**config.mk**
```make
export PLATFORM = sky130hd
export DESIGN_NAME = periodic_multi_entry_scheduler_core
export DESIGN_NICKNAME = d
export VERILOG_FILES = /design/src/rtl/core/pmes_pkg.sv /design/src/rtl/core/pmes_front.sv /design/src/rtl/core/pmes_back.sv /design/src/rtl/core/periodic_multi_entry_scheduler_core.sv
export VERILOG_INCLUDE_DIRS = /design/src /design/src/rtl/core
export SDC_FILE = /design/constraint.sdc
export NUM_CORES = 1
export LEC_CHECK = 0
export BUFFER_PORTS_ARGS = -buffer_cell sky130_fd_sc_hd__buf_4
export CORE_UTILIZATION = 65
export DETAILED_ROUTE_END_ITERATION = 6
export GPL_TIMING_DRIVEN = 0
export PLACE_DENSITY = 0.94
export SYNTH_ARGS = -nofsm -noshare
export SYNTH_HDL_FRONTEND = slang
export SYNTH_HIERARCHICAL = 1
export SYNTH_SLANG_ARGS = --single-unit
```
**constraint.sdc**
```tcl
create_clock -name aclk -period 24 [get_ports aclk]
set_input_delay 3.6 -clock aclk [delete_from_list [all_inputs] [get_ports aclk]]
set_output_delay 3.6 -clock aclk [all_outputs]
set_load 0.01 [all_outputs]
```
**src/rtl/core/periodic_multi_entry_scheduler_core_macros.svh**
```systemverilog
// Assertion macros for the periodic multi-entry scheduler core.
// Used by the top level; needs aclk and aresetn in scope.
`ifndef PERIODIC_MULTI_ENTRY_SCHEDULER_CORE_MACROS_SVH
`define PERIODIC_MULTI_ENTRY_SCHEDULER_CORE_MACROS_SVH

// same-cycle implication
`define PMES_ASSERT_NOW(label, ante, cons, msg) \
    label: assert property (@(posedge aclk) disable iff (!aresetn) (ante) |-> (cons)) \
        else $error(msg);

// next-cycle implication
`define PMES_ASSERT_NEXT(label, ante, cons, msg) \
    label: assert property (@(posedge aclk) disable iff (!aresetn) (ante) |=> (cons)) \
        else $error(msg);

`endif

```
**src/rtl/core/pmes_pkg.sv**
```systemverilog
// Shared types and constants for the periodic multi-entry scheduler.
// No dependencies.
package pmes_pkg;

    localparam int TIME_W     = 32;
    localparam int PERIOD_W   = 16;
    localparam int MASK_W     = 6;
    localparam int OUT_IDX_W  = 3;
    localparam int CFG_ADDR_W = 3;
    localparam int Q_DEPTH    = 2;
    localparam int Q_PTR_W    = 1;
    localparam int Q_CNT_W    = 2;

    localparam logic                  CMD_RESTART     = 1'b1;
    localparam logic [CFG_ADDR_W-1:0] REG_ENABLE_MASK = 3'd0;
    localparam logic [CFG_ADDR_W-1:0] REG_PERIOD_BASE = 3'd1;

    localparam logic [PERIOD_W-1:0] PERIOD_NOMINAL_MS = 16'd1000;
    localparam logic [TIME_W-1:0]   TIME_MAX          = 32'hFFFF_FFFF;

    typedef struct packed {
        logic              restart;
        logic [TIME_W-1:0] now_ms;
    } item_t;

    typedef struct packed {
        logic busy;
        logic walking;
    } back_status_t;

endpackage

```
**src/rtl/core/pmes_front.sv**
```systemverilog
// Front end: accepts input beats, classifies tick/restart, queues them.
// Depends on pmes_pkg.
module pmes_front (
    input  logic                         aclk,
    input  logic                         aresetn,
    input  logic                         s_valid,
    output logic                         s_ready,
    input  logic                         s_cmd,
    input  logic [pmes_pkg::TIME_W-1:0]  s_now_ms,
    output logic                         q_valid,
    output pmes_pkg::item_t              q_item,
    input  logic                         q_pop
);

    pmes_pkg::item_t                   mem_reg [pmes_pkg::Q_DEPTH];
    logic [pmes_pkg::Q_PTR_W-1:0]      wr_ptr_reg, wr_ptr_next;
    logic [pmes_pkg::Q_PTR_W-1:0]      rd_ptr_reg, rd_ptr_next;
    logic [pmes_pkg::Q_CNT_W-1:0]      count_reg, count_next;
    logic                              push;
    pmes_pkg::item_t                   in_item;

    assign s_ready = (count_reg != pmes_pkg::Q_CNT_W'(pmes_pkg::Q_DEPTH));
    assign push    = s_valid && s_ready;
    assign q_valid = (count_reg != '0);
    assign q_item  = mem_reg[rd_ptr_reg];

    always_comb begin
        in_item.restart = (s_cmd == pmes_pkg::CMD_RESTART);
        in_item.now_ms  = s_now_ms;
        wr_ptr_next = push ? wr_ptr_reg + 1'b1 : wr_ptr_reg;
        rd_ptr_next = q_pop ? rd_ptr_reg + 1'b1 : rd_ptr_reg;
        count_next  = count_reg;
        if (push && !q_pop) begin
            count_next = count_reg + 1'b1;
        end else if (!push && q_pop) begin
            count_next = count_reg - 1'b1;
        end
    end

    always_ff @(posedge aclk) begin
        if (!aresetn) begin
            wr_ptr_reg <= '0;
            rd_ptr_reg <= '0;
            count_reg  <= '0;
        end else begin
            wr_ptr_reg <= wr_ptr_next;
            rd_ptr_reg <= rd_ptr_next;
            count_reg  <= count_next;
        end
    end

    always_ff @(posedge aclk) begin
        if (push) begin
            mem_reg[wr_ptr_reg] <= in_item;
        end
    end

endmodule

```
**src/rtl/core/pmes_back.sv**
```systemverilog
// Back end: pops queued items, clears or walks the due-time table,
// drives the registered result beat. Depends on pmes_pkg.
module pmes_back #(
    parameter int NUM_ENTRIES = 6
) (
    input  logic                              aclk,
    input  logic                              aresetn,
    input  logic                              q_valid,
    input  pmes_pkg::item_t                   q_item,
    output logic                              q_pop,
    input  logic [NUM_ENTRIES-1:0]            enable_mask,
    input  logic [pmes_pkg::PERIOD_W-1:0]     period [NUM_ENTRIES],
    output pmes_pkg::back_status_t            status,
    output logic                              m_valid,
    input  logic                              m_ready,
    output logic [pmes_pkg::OUT_IDX_W-1:0]    m_entry_index,
    output logic [pmes_pkg::TIME_W-1:0]       m_fired_due_time,
    output logic                              m_last_of_run
);

    localparam int IDX_W = (NUM_ENTRIES > 1) ? $clog2(NUM_ENTRIES) : 1;

    localparam logic ST_IDLE = 1'b0;
    localparam logic ST_WALK = 1'b1;

    logic                           state_reg, state_next;
    logic [NUM_ENTRIES-1:0]         fire_reg, fire_next;
    logic [pmes_pkg::TIME_W-1:0]    now_reg;
    logic [pmes_pkg::TIME_W-1:0]    due_reg [NUM_ENTRIES];

    logic                           m_valid_reg;
    logic [pmes_pkg::OUT_IDX_W-1:0] m_index_reg;
    logic [pmes_pkg::TIME_W-1:0]    m_due_reg;
    logic                           m_last_reg;

    logic [NUM_ENTRIES-1:0]         hit;
    logic [IDX_W-1:0]               cur_idx;
    logic [NUM_ENTRIES-1:0]         rest;
    logic                           out_free;
    logic                           emit;
    logic                           do_restart;
    logic                           do_tick;
    logic [pmes_pkg::TIME_W-1:0]    cur_due;
    logic [pmes_pkg::PERIOD_W-1:0]  cur_period;
    logic [pmes_pkg::TIME_W:0]      sum_due;
    logic [pmes_pkg::TIME_W:0]      sum_now;
    logic [pmes_pkg::TIME_W-1:0]    sat_due;
    logic [pmes_pkg::TIME_W-1:0]    sat_now;
    logic [pmes_pkg::TIME_W-1:0]    due_new;

    assign out_free   = !m_valid_reg || m_ready;
    assign q_pop      = (state_reg == ST_IDLE) && q_valid;
    assign do_restart = q_pop && q_item.restart;
    assign do_tick    = q_pop && !q_item.restart;
    assign emit       = (state_reg == ST_WALK) && out_free;

    always_comb begin
        for (int i = 0; i < NUM_ENTRIES; i++) begin
            hit[i] = enable_mask[i] && !(q_item.now_ms < due_reg[i]);
        end
    end

    always_comb begin
        cur_idx = '0;
        for (int i = NUM_ENTRIES - 1; i >= 0; i--) begin
            if (fire_reg[i]) begin
                cur_idx = IDX_W'(i);
            end
        end
        rest = fire_reg;
        rest[cur_idx] = 1'b0;
    end

    // advance with saturation; zero period means default
    always_comb begin
        cur_due    = due_reg[cur_idx];
        cur_period = (period[cur_idx] == '0) ? pmes_pkg::PERIOD_NOMINAL_MS : period[cur_idx];
        sum_due    = {1'b0, cur_due} + {17'd0, cur_period};
        sum_now    = {1'b0, now_reg} + {17'd0, cur_period};
        sat_due    = sum_due[pmes_pkg::TIME_W] ? pmes_pkg::TIME_MAX
                                               : sum_due[pmes_pkg::TIME_W-1:0];
        sat_now    = sum_now[pmes_pkg::TIME_W] ? pmes_pkg::TIME_MAX
                                               : sum_now[pmes_pkg::TIME_W-1:0];
        due_new    = (sat_due > now_reg) ? sat_due : sat_now;
    end

    always_comb begin
        state_next = state_reg;
        fire_next  = fire_reg;
        unique case (state_reg)
            ST_IDLE: begin
                if (do_tick && (hit != '0)) begin
                    fire_next  = hit;
                    state_next = ST_WALK;
                end
            end
            ST_WALK: begin
                if (emit) begin
                    fire_next = rest;
                    if (rest == '0) begin
                        state_next = ST_IDLE;
                    end
                end
            end
            default: state_next = ST_IDLE;
        endcase
    end

    always_ff @(posedge aclk) begin
        if (!aresetn) begin
            state_reg   <= ST_IDLE;
            fire_reg    <= '0;
            m_valid_reg <= 1'b0;
            for (int i = 0; i < NUM_ENTRIES; i++) begin
                due_reg[i] <= '0;
            end
        end else begin
            state_reg <= state_next;
            fire_reg  <= fire_next;
            if (emit) begin
                m_valid_reg      <= 1'b1;
                due_reg[cur_idx] <= due_new;
            end else if (m_ready) begin
                m_valid_reg <= 1'b0;
            end
            if (do_restart) begin
                for (int i = 0; i < NUM_ENTRIES; i++) begin
                    due_reg[i] <= '0;
                end
            end
        end
    end

    always_ff @(posedge aclk) begin
        if (do_tick) begin
            now_reg <= q_item.now_ms;
        end
        if (emit) begin
            m_index_reg <= pmes_pkg::OUT_IDX_W'(cur_idx);
            m_due_reg   <= cur_due;
            m_last_reg  <= (rest == '0);
        end
    end

    assign status.busy       = (state_reg != ST_IDLE);
    assign status.walking    = (state_reg == ST_WALK) && (fire_reg != '0);
    assign m_valid          = m_valid_reg;
    assign m_entry_index    = m_index_reg;
    assign m_fired_due_time = m_due_reg;
    assign m_last_of_run    = m_last_reg;

endmodule

```
**src/rtl/core/periodic_multi_entry_scheduler_core.sv**
```systemverilog
// Periodic multi-entry scheduler core: config registers, front queue, back walker.
// Depends on pmes_pkg, pmes_front, pmes_back and the core macros header.
//
// Usage:
// Input channel (s_*): one beat per tick (s_cmd = 0, s_now_ms = current ms)
// or restart (s_cmd = 1, clears all due times, no result).
// Result channel (m_*): one beat per entry that fired, in index order,
// carrying the index and the due time it held; m_last_of_run marks the
// final beat of a tick. A tick where nothing fires gives no beat.
// Config port: cfg_we writes cfg_wdata to register cfg_addr (0 = enable
// mask, 1..6 = entry periods) at once; write only while idle.
// Flow: a tick is popped and compared against all entries, then each fired
// entry is walked; a restart is only popped. The entry walk, one entry per
// cycle through a shared add/compare unit while the output register is free,
// limits the tick rate. m_valid rises once an accepted beat has passed the
// queue, the fire mask and walk state, and the output register.
// A 2-deep queue lets new beats in while the walker works.
// Reset: aresetn (synchronous, low) clears due times, mask to 0, periods
// to 1000 ms, and empties the queue and output register.
// Stall: m_ready held low freezes the walker; the queue then fills and
// s_ready drops.
`include "periodic_multi_entry_scheduler_core_macros.svh"

module periodic_multi_entry_scheduler_core #(
    parameter int NUM_ENTRIES = 6
) (
    input  logic                              aclk,
    input  logic                              aresetn,
    input  logic                              s_valid,
    output logic                              s_ready,
    input  logic                              s_cmd,
    input  logic [pmes_pkg::TIME_W-1:0]       s_now_ms,
    output logic                              m_valid,
    input  logic                              m_ready,
    output logic [pmes_pkg::OUT_IDX_W-1:0]    m_entry_index,
    output logic [pmes_pkg::TIME_W-1:0]       m_fired_due_time,
    output logic                              m_last_of_run,
    input  logic                              cfg_we,
    input  logic [pmes_pkg::CFG_ADDR_W-1:0]   cfg_addr,
    input  logic [pmes_pkg::PERIOD_W-1:0]     cfg_wdata
);

    logic [pmes_pkg::MASK_W-1:0]   enable_mask_reg;
    logic [pmes_pkg::PERIOD_W-1:0] period_reg [NUM_ENTRIES];

    logic                          q_valid;
    pmes_pkg::item_t               q_item;
    logic                          q_pop;
    pmes_pkg::back_status_t        back_status;

    always_ff @(posedge aclk) begin
        if (!aresetn) begin
            enable_mask_reg <= '0;
            for (int i = 0; i < NUM_ENTRIES; i++) begin
                period_reg[i] <= pmes_pkg::PERIOD_NOMINAL_MS;
            end
        end else if (cfg_we) begin
            if (cfg_addr == pmes_pkg::REG_ENABLE_MASK) begin
                enable_mask_reg <= cfg_wdata[pmes_pkg::MASK_W-1:0];
            end
            for (int i = 0; i < NUM_ENTRIES; i++) begin
                if (cfg_addr == pmes_pkg::REG_PERIOD_BASE + pmes_pkg::CFG_ADDR_W'(i)) begin
                    period_reg[i] <= cfg_wdata;
                end
            end
        end
    end

    pmes_front u_front (
        .aclk     (aclk),
        .aresetn  (aresetn),
        .s_valid  (s_valid),
        .s_ready  (s_ready),
        .s_cmd    (s_cmd),
        .s_now_ms (s_now_ms),
        .q_valid  (q_valid),
        .q_item   (q_item),
        .q_pop    (q_pop)
    );

    pmes_back #(
        .NUM_ENTRIES (NUM_ENTRIES)
    ) u_back (
        .aclk             (aclk),
        .aresetn          (aresetn),
        .q_valid          (q_valid),
        .q_item           (q_item),
        .q_pop            (q_pop),
        .enable_mask      (enable_mask_reg[NUM_ENTRIES-1:0]),
        .period           (period_reg),
        .status           (back_status),
        .m_valid          (m_valid),
        .m_ready          (m_ready),
        .m_entry_index    (m_entry_index),
        .m_fired_due_time (m_fired_due_time),
        .m_last_of_run    (m_last_of_run)
    );

    `PMES_ASSERT_NOW(a_pop_needs_item, q_pop, q_valid, "queue popped while empty")
    `PMES_ASSERT_NOW(a_no_pop_walking, back_status.busy, !q_pop, "queue popped during walk")
    `PMES_ASSERT_NEXT(a_restart_idle, q_pop && q_item.restart, !back_status.busy, "restart walked")
    `PMES_ASSERT_NOW(a_walk_has_work, back_status.busy, back_status.walking, "walk with empty fire mask")

endmodule
```
==> results of run 1 <==
## critical path, delay by kind of cell, from the launching register on
kind | cells | cell delay, ns
compound gates | 16 | 6.30
buf+inv | 8 | 3.57
simple gates | 8 | 1.97
fa+ha+maj | 2 | 0.61
flops | 1 | 0.30
## worst max path at each step
stage / cells after the start / startpoint / to / slack [ns]
floorplan: 34 / u_back/fire_reg[1] / u_back/due_reg[0][10] / 16.07
global placement: 34 / u_back/fire_reg[1] / u_back/due_reg[1][6] / 11.70
detailed placement: 34 / u_back/fire_reg[1] / u_back/due_reg[2][6] / 11.80
CTS: 34 / u_back/fire_reg[1] / u_back/due_reg[0][5] / 11.69
global route: 34 / u_back/fire_reg[1] / u_back/due_reg[0][5] / 10.90
finish: 34 / u_back/fire_reg[1] / u_back/due_reg[2][6] / 10.92
## layer usage
layer	global-route usage (%)	up-vias	wire, microns
met5	0	-	8
met4	30.9	2	7640
met2	68.4	1851	40900
met3	11.1	463	12300
met1	57.2	10902	33900
li1	-	9938	-
## area by class of cell
class                   count  area [sq um]  area share [%]
multi-input cells        1811         13300            44.4
inverters                 248           936            3.12
repair buffers             99           836            2.79
clock buffers              56          1220            4.07
flip-flops and latches    441         12100            40.4
plain buffers             114           584            1.95
well taps                 532           666            2.22
clock inverters            29           320            1.07
## power groups by stage
stage	combinational [mW]	clock (mW)	sequential, mW
after floorplan	0.767	0	1.01
after global placement	1.13	0	1.04
after detailed placement	1.18	0	1.05
after CTS	1.19	0.743	1.03
after global routing	1.32	0.768	1.04
final	1.24	0.744	1.04
## placed cells by master, fill, tap and decap left out, types with 10 or more instances in the layout
cell	instances
a211oi_1	67
a21o_1	77
a21oi_1	113
a221oi_1	13
a222oi_1	12
a22o_1	24
a22oi_1	13
a31oi_1	20
and2_1	13
and3_1	15
buf_2	30
buf_4	103
clkbuf_1	67
clkbuf_16	46
dfxtp_1	115
edfxtp_1	326
ha_1	247
inv_1	245
mux2_2	37
mux2i_1	157
nand2_1	221
nand2b_1	24
nand3_1	33
nand4_1	41
nor2_1	191
nor2b_1	56
nor3_1	44
nor4_1	20
o211ai_1	19
o21a_1	20
o21ai_0	97
o221ai_1	11
o22ai_1	13
o31ai_1	10
or2_2	13
xnor2_1	28
xor2_1	17
==> reports/results.tsv, run 1 <==
metric	value	unit
Hold Crit Start	period_reg[60]	
CTS hold repair buffers	0	
largest net degree at the start of global routing	36	
dpl cells	3245	
Gate Count Post-Synth	2614	
IO Pins	95	
Max IR drop VDD	0.0787	mV
final setup skew	0.0307	ns
clock power share	24.6	%
proportion of layout cells with a drive suffix above 1	11.4	%
H-tree depth	2	
setup TNS	0	ns
GPL Wtd Cong	1.09	
Slowest-stage cell, CP	a21oi_2	
DP Area	28400	sq um
antenna violations before repair	1	
combinational share of power	41.1	%
worst r2r src	u_back/fire_reg[1]	
max-slew violations	0	
P_sw	1.23	mW
outcome	complete, but fails checks	
P&R area growth vs syn	11.4	%
relative slew slack	7.61	%
layout net count	3065	
TritonCTS clock tree	yes	
Die ar.	42200	sq um
total design power	3.02	mW
GRT overflow	0	
Root Driver	clkbuf_16	
power per standard cell area	101	nW/um^2
initial core utilization	65.9	%
Synth Warn #	6	
Layout fillers	2839	
final period utilization	54.5	%
vias in the first global route	22168	
maximum clock rate	0.0765	GHz
core area	40800	sq um
failing checks	DRC	
drt via density	6.95	
Pint	1.80	mW
Num CTS Buffers	46	
R2R cell count	34	
Worst EP arrival	13.40	ns
# DRC	1	
max FFs per register	192	
DP HPWL	70700	microns
hold path cells	2	
leakage power	12.8	nW
CTS Sinks	441	
R2R Setup Slk	10.92	ns
Worst Setup End Kind	flop	
critical path required time	24.32	ns
DR WL/cell	28.5	microns
Post-Syn Area	26900	sq um
Die X	205	microns
design area	30000	sq um
reg2reg end	u_back/due_reg[2][6]	
Period minus WS final	13.08	ns
worst hold path type	reg -> reg	
Sw Share	40.6	%
first-pass GRT wire length	138000	microns
Crit Path Max Fanout	10	
non-filler instance count after layout	3330	
final-report hold violation count	0	
slowest stage delay, CP	1.01	ns
IO Port Bufs	94	
clock buffer depth	3	
worst-margin pin slew	1.37	ns
Post-DRT Antenna Nets	0	
postcts setup bufs	0	
Setup Viol. Count Final	0	
# rows	74	
Flop pwr share	34.3	%
unrepaired setup endpoints after global routing	false	
total number of vias	23156	
First DRT Iteration DRCs	3519	
startpoint class of the critical path	flop	
Reg clk slew, reported paths	0.07	ns
CP most frequent cell	clkbuf_1	
Post-Route Utilization	73.4	%
critical setup path kind	reg -> reg	
Hold Worst Slack	0.458	ns
ANT cells	0	
Setup WS pre-CTS	11.80	ns
clock latency on the worst-skew pair	0.62	ns
Final WS setup	10.92	ns
DIE HEIGHT	205	microns
synthesized area per cell	10.3	sq um
hold-critical path endpoint	period_reg[60]	
drt pass-1 iters	7	
Post-CTS Resized	0	
Synthesized Nets	2918	
final WL	94800	microns
Max-Cap Viols	0	
GRT Util Overall	45.2	%
Note: power is estimated with default switching activity, not from simulation.
==> run 2: changes to the inputs <==
- ABC_AREA: unset -> 1
- CORE_UTILIZATION: 65 -> 63
- PLACE_DENSITY: 0.94 -> 0.92
- clock period: 24 -> 12.1 ns (I/O delays scaled with it)
==> run 2 against run 1 <==
The flow now finishes without violations. Maximum frequency is 35% higher. Critical path depth grew 3. Final cell count rose by 21%. Hold slack better by 0.011 ns. Clock-buffer cell count grew 1. Non-clock buffer count fell by 15. First-iteration DRC count shrank 8.6%. Flip-flop and latch count stayed put. Synthesized cell count grew 24%. Critical path type unchanged.
==> reports/results.tsv, run 2 <==
metric	value	unit
outcome	complete, no violations	
Gate Count Post-Synth	3249	
worst-margin pin slew	1.44	ns
R2R cell count	37	
DP HPWL	63900	microns
drt via density	6.14	
clock latency on the worst-skew pair	0.59	ns
layout net count	3700	
most frequent cells in the layout	nand2_1, nor2_1, inv_1, edfxtp_1, ha_1	
slowest stage delay, CP	0.64	ns
Die X	212	microns
ANT cells	0	
clock buffer depth	3	
Worst EP arrival	9.99	ns
vias in the first global route	23523	
core area	43200	sq um
hold-critical path endpoint	period_reg[57]	
final period utilization	80.0	%
first-pass GRT wire length	127000	microns
# rows	76	
Die ar.	44800	sq um
Period minus WS final	9.68	ns
final WL	84000	microns
Crit Path Max Fanout	10	
proportion of layout cells with a drive suffix above 1	11.9	%
most common cell after layout, fill and taps aside	nand2_1	
IO Pins	95	
Root Driver	clkbuf_16	
drt pass-1 iters	6	
GRT overflow	0	
Slowest-stage cell, CP	buf_1	
DIE HEIGHT	212	microns
P&R area growth vs syn	10.9	%
maximum clock rate	0.103	GHz
postcts setup bufs	0	
max FFs per register	192	
IO Port Bufs	94	
CP most frequent cell	a21oi_1	
Max-Cap Viols	0	
Post-Syn Area	27700	sq um
antenna violations before repair	1	
CTS Sinks	441	
area occupied by multi-input gates	13400	sq um
Synthesized Nets	3553	
total number of vias	24657	
setup TNS	0	ns
unrepaired setup endpoints after global routing	false	
CTS hold repair buffers	0	
GRT Util Overall	37.7	%
Num CTS Buffers	46	
critical path required time	12.41	ns
Post-CTS Resized	0	
Post-DRT Antenna Nets	0	
GPL Wtd Cong	0.998	
initial core utilization	64.1	%
final-report hold violation count	0	
Synth Warn #	6	
hold path cells	2	
register area	12100	sq um
Reg clk slew, reported paths	0.06	ns
DR WL/cell	20.9	microns
final setup skew	0.0176	ns
reg2reg end	u_back/due_reg[2][28]	
H-tree depth	2	
synthesized area per cell	8.51	sq um
TritonCTS clock tree	yes	
worst r2r src	u_back/fire_reg[0]	
Layout fillers	3098	
R2R Setup Slk	2.42	ns
First DRT Iteration DRCs	3218	
# DRC	0	
startpoint class of the critical path	flop	
relative slew slack	3.24	%
Setup Viol. Count Final	0	
Worst Setup End Kind	flop	
max-slew violations	0	
critical setup path kind	reg -> reg	
Hold Crit Start	period_reg[57]	
worst hold path type	reg -> reg	
largest net degree at the start of global routing	33	
run 2: worst max-delay path: cells and delay by family, from the launching register on:
family	cells	cell delay (ns)
buffers and inverters	9	3.15
AND/OR/NAND/NOR	15	2.71
adder cells (fa/ha/maj)	2	0.64
flip-flops	1	0.36
AO/OA/AOI/OAI	11	2.50
run 2: per-stage QoR:
step / cell area (sq um) / std cells / worst slack [ns] / hold WS, ns / util, %
finish: 30700 / 4017 / 2.42 / 0.469 / 71.1
global route: 30700 / 4017 / 2.34 / 0.486 / 71.1
CTS: 30700 / 4017 / 2.93 / 0.467 / 71.0
detailed placement: 29200 / 3933 / 3.03 / 0.449 / 67.6
global placement: 29100 / 3928 / 3.11 / 0.438 / 67.4
floorplan: 27700 / 3249 / 5.73 / 0.429 / -
run 2: area by class of cell:
cell class / count / share of cell area (%)
repair buffers: 99 / 2.56
multi-input cells: 2284 / 43.7
clock inverters: 27 / 0.783
well taps: 585 / 2.39
clock buffers: 57 / 3.99
flip-flops and latches: 441 / 39.4
plain buffers: 99 / 1.93
inverters: 425 / 5.22
run 2: metal layers:
layer / GRT usage (%) / vias to the layer above / wire length, microns / share of wire (%)
met5: 0 / - / 24 / 0.029
met4: 22.9 / 4 / 5610 / 6.7
met3: 8.29 / 415 / 10700 / 13
met2: 60.3 / 1752 / 38000 / 45
met1: 46.5 / 11222 / 29700 / 35
li1: - / 11264 / - / -
run 2: worst max-delay path by stage:
stage | from | endpoint | slack [ns] | depth (start not counted)
after global routing | u_back/fire_reg[0] | u_back/due_reg[2][28] | 2.34 | 37
after floorplan | u_back/fire_reg[3] | u_back/due_reg[2][17] | 5.73 | 36
after CTS | u_back/fire_reg[0] | u_back/due_reg[5][26] | 2.93 | 37
after global placement | u_back/fire_reg[0] | u_back/due_reg[3][26] | 3.11 | 37
final | u_back/fire_reg[0] | u_back/due_reg[2][28] | 2.42 | 37
after detailed placement | u_back/fire_reg[0] | u_back/due_reg[5][26] | 3.03 | 37
Power of run 2 is not shown: default switching activity piles up to over one toggle a cycle in this logic, so the estimate is an artifact.
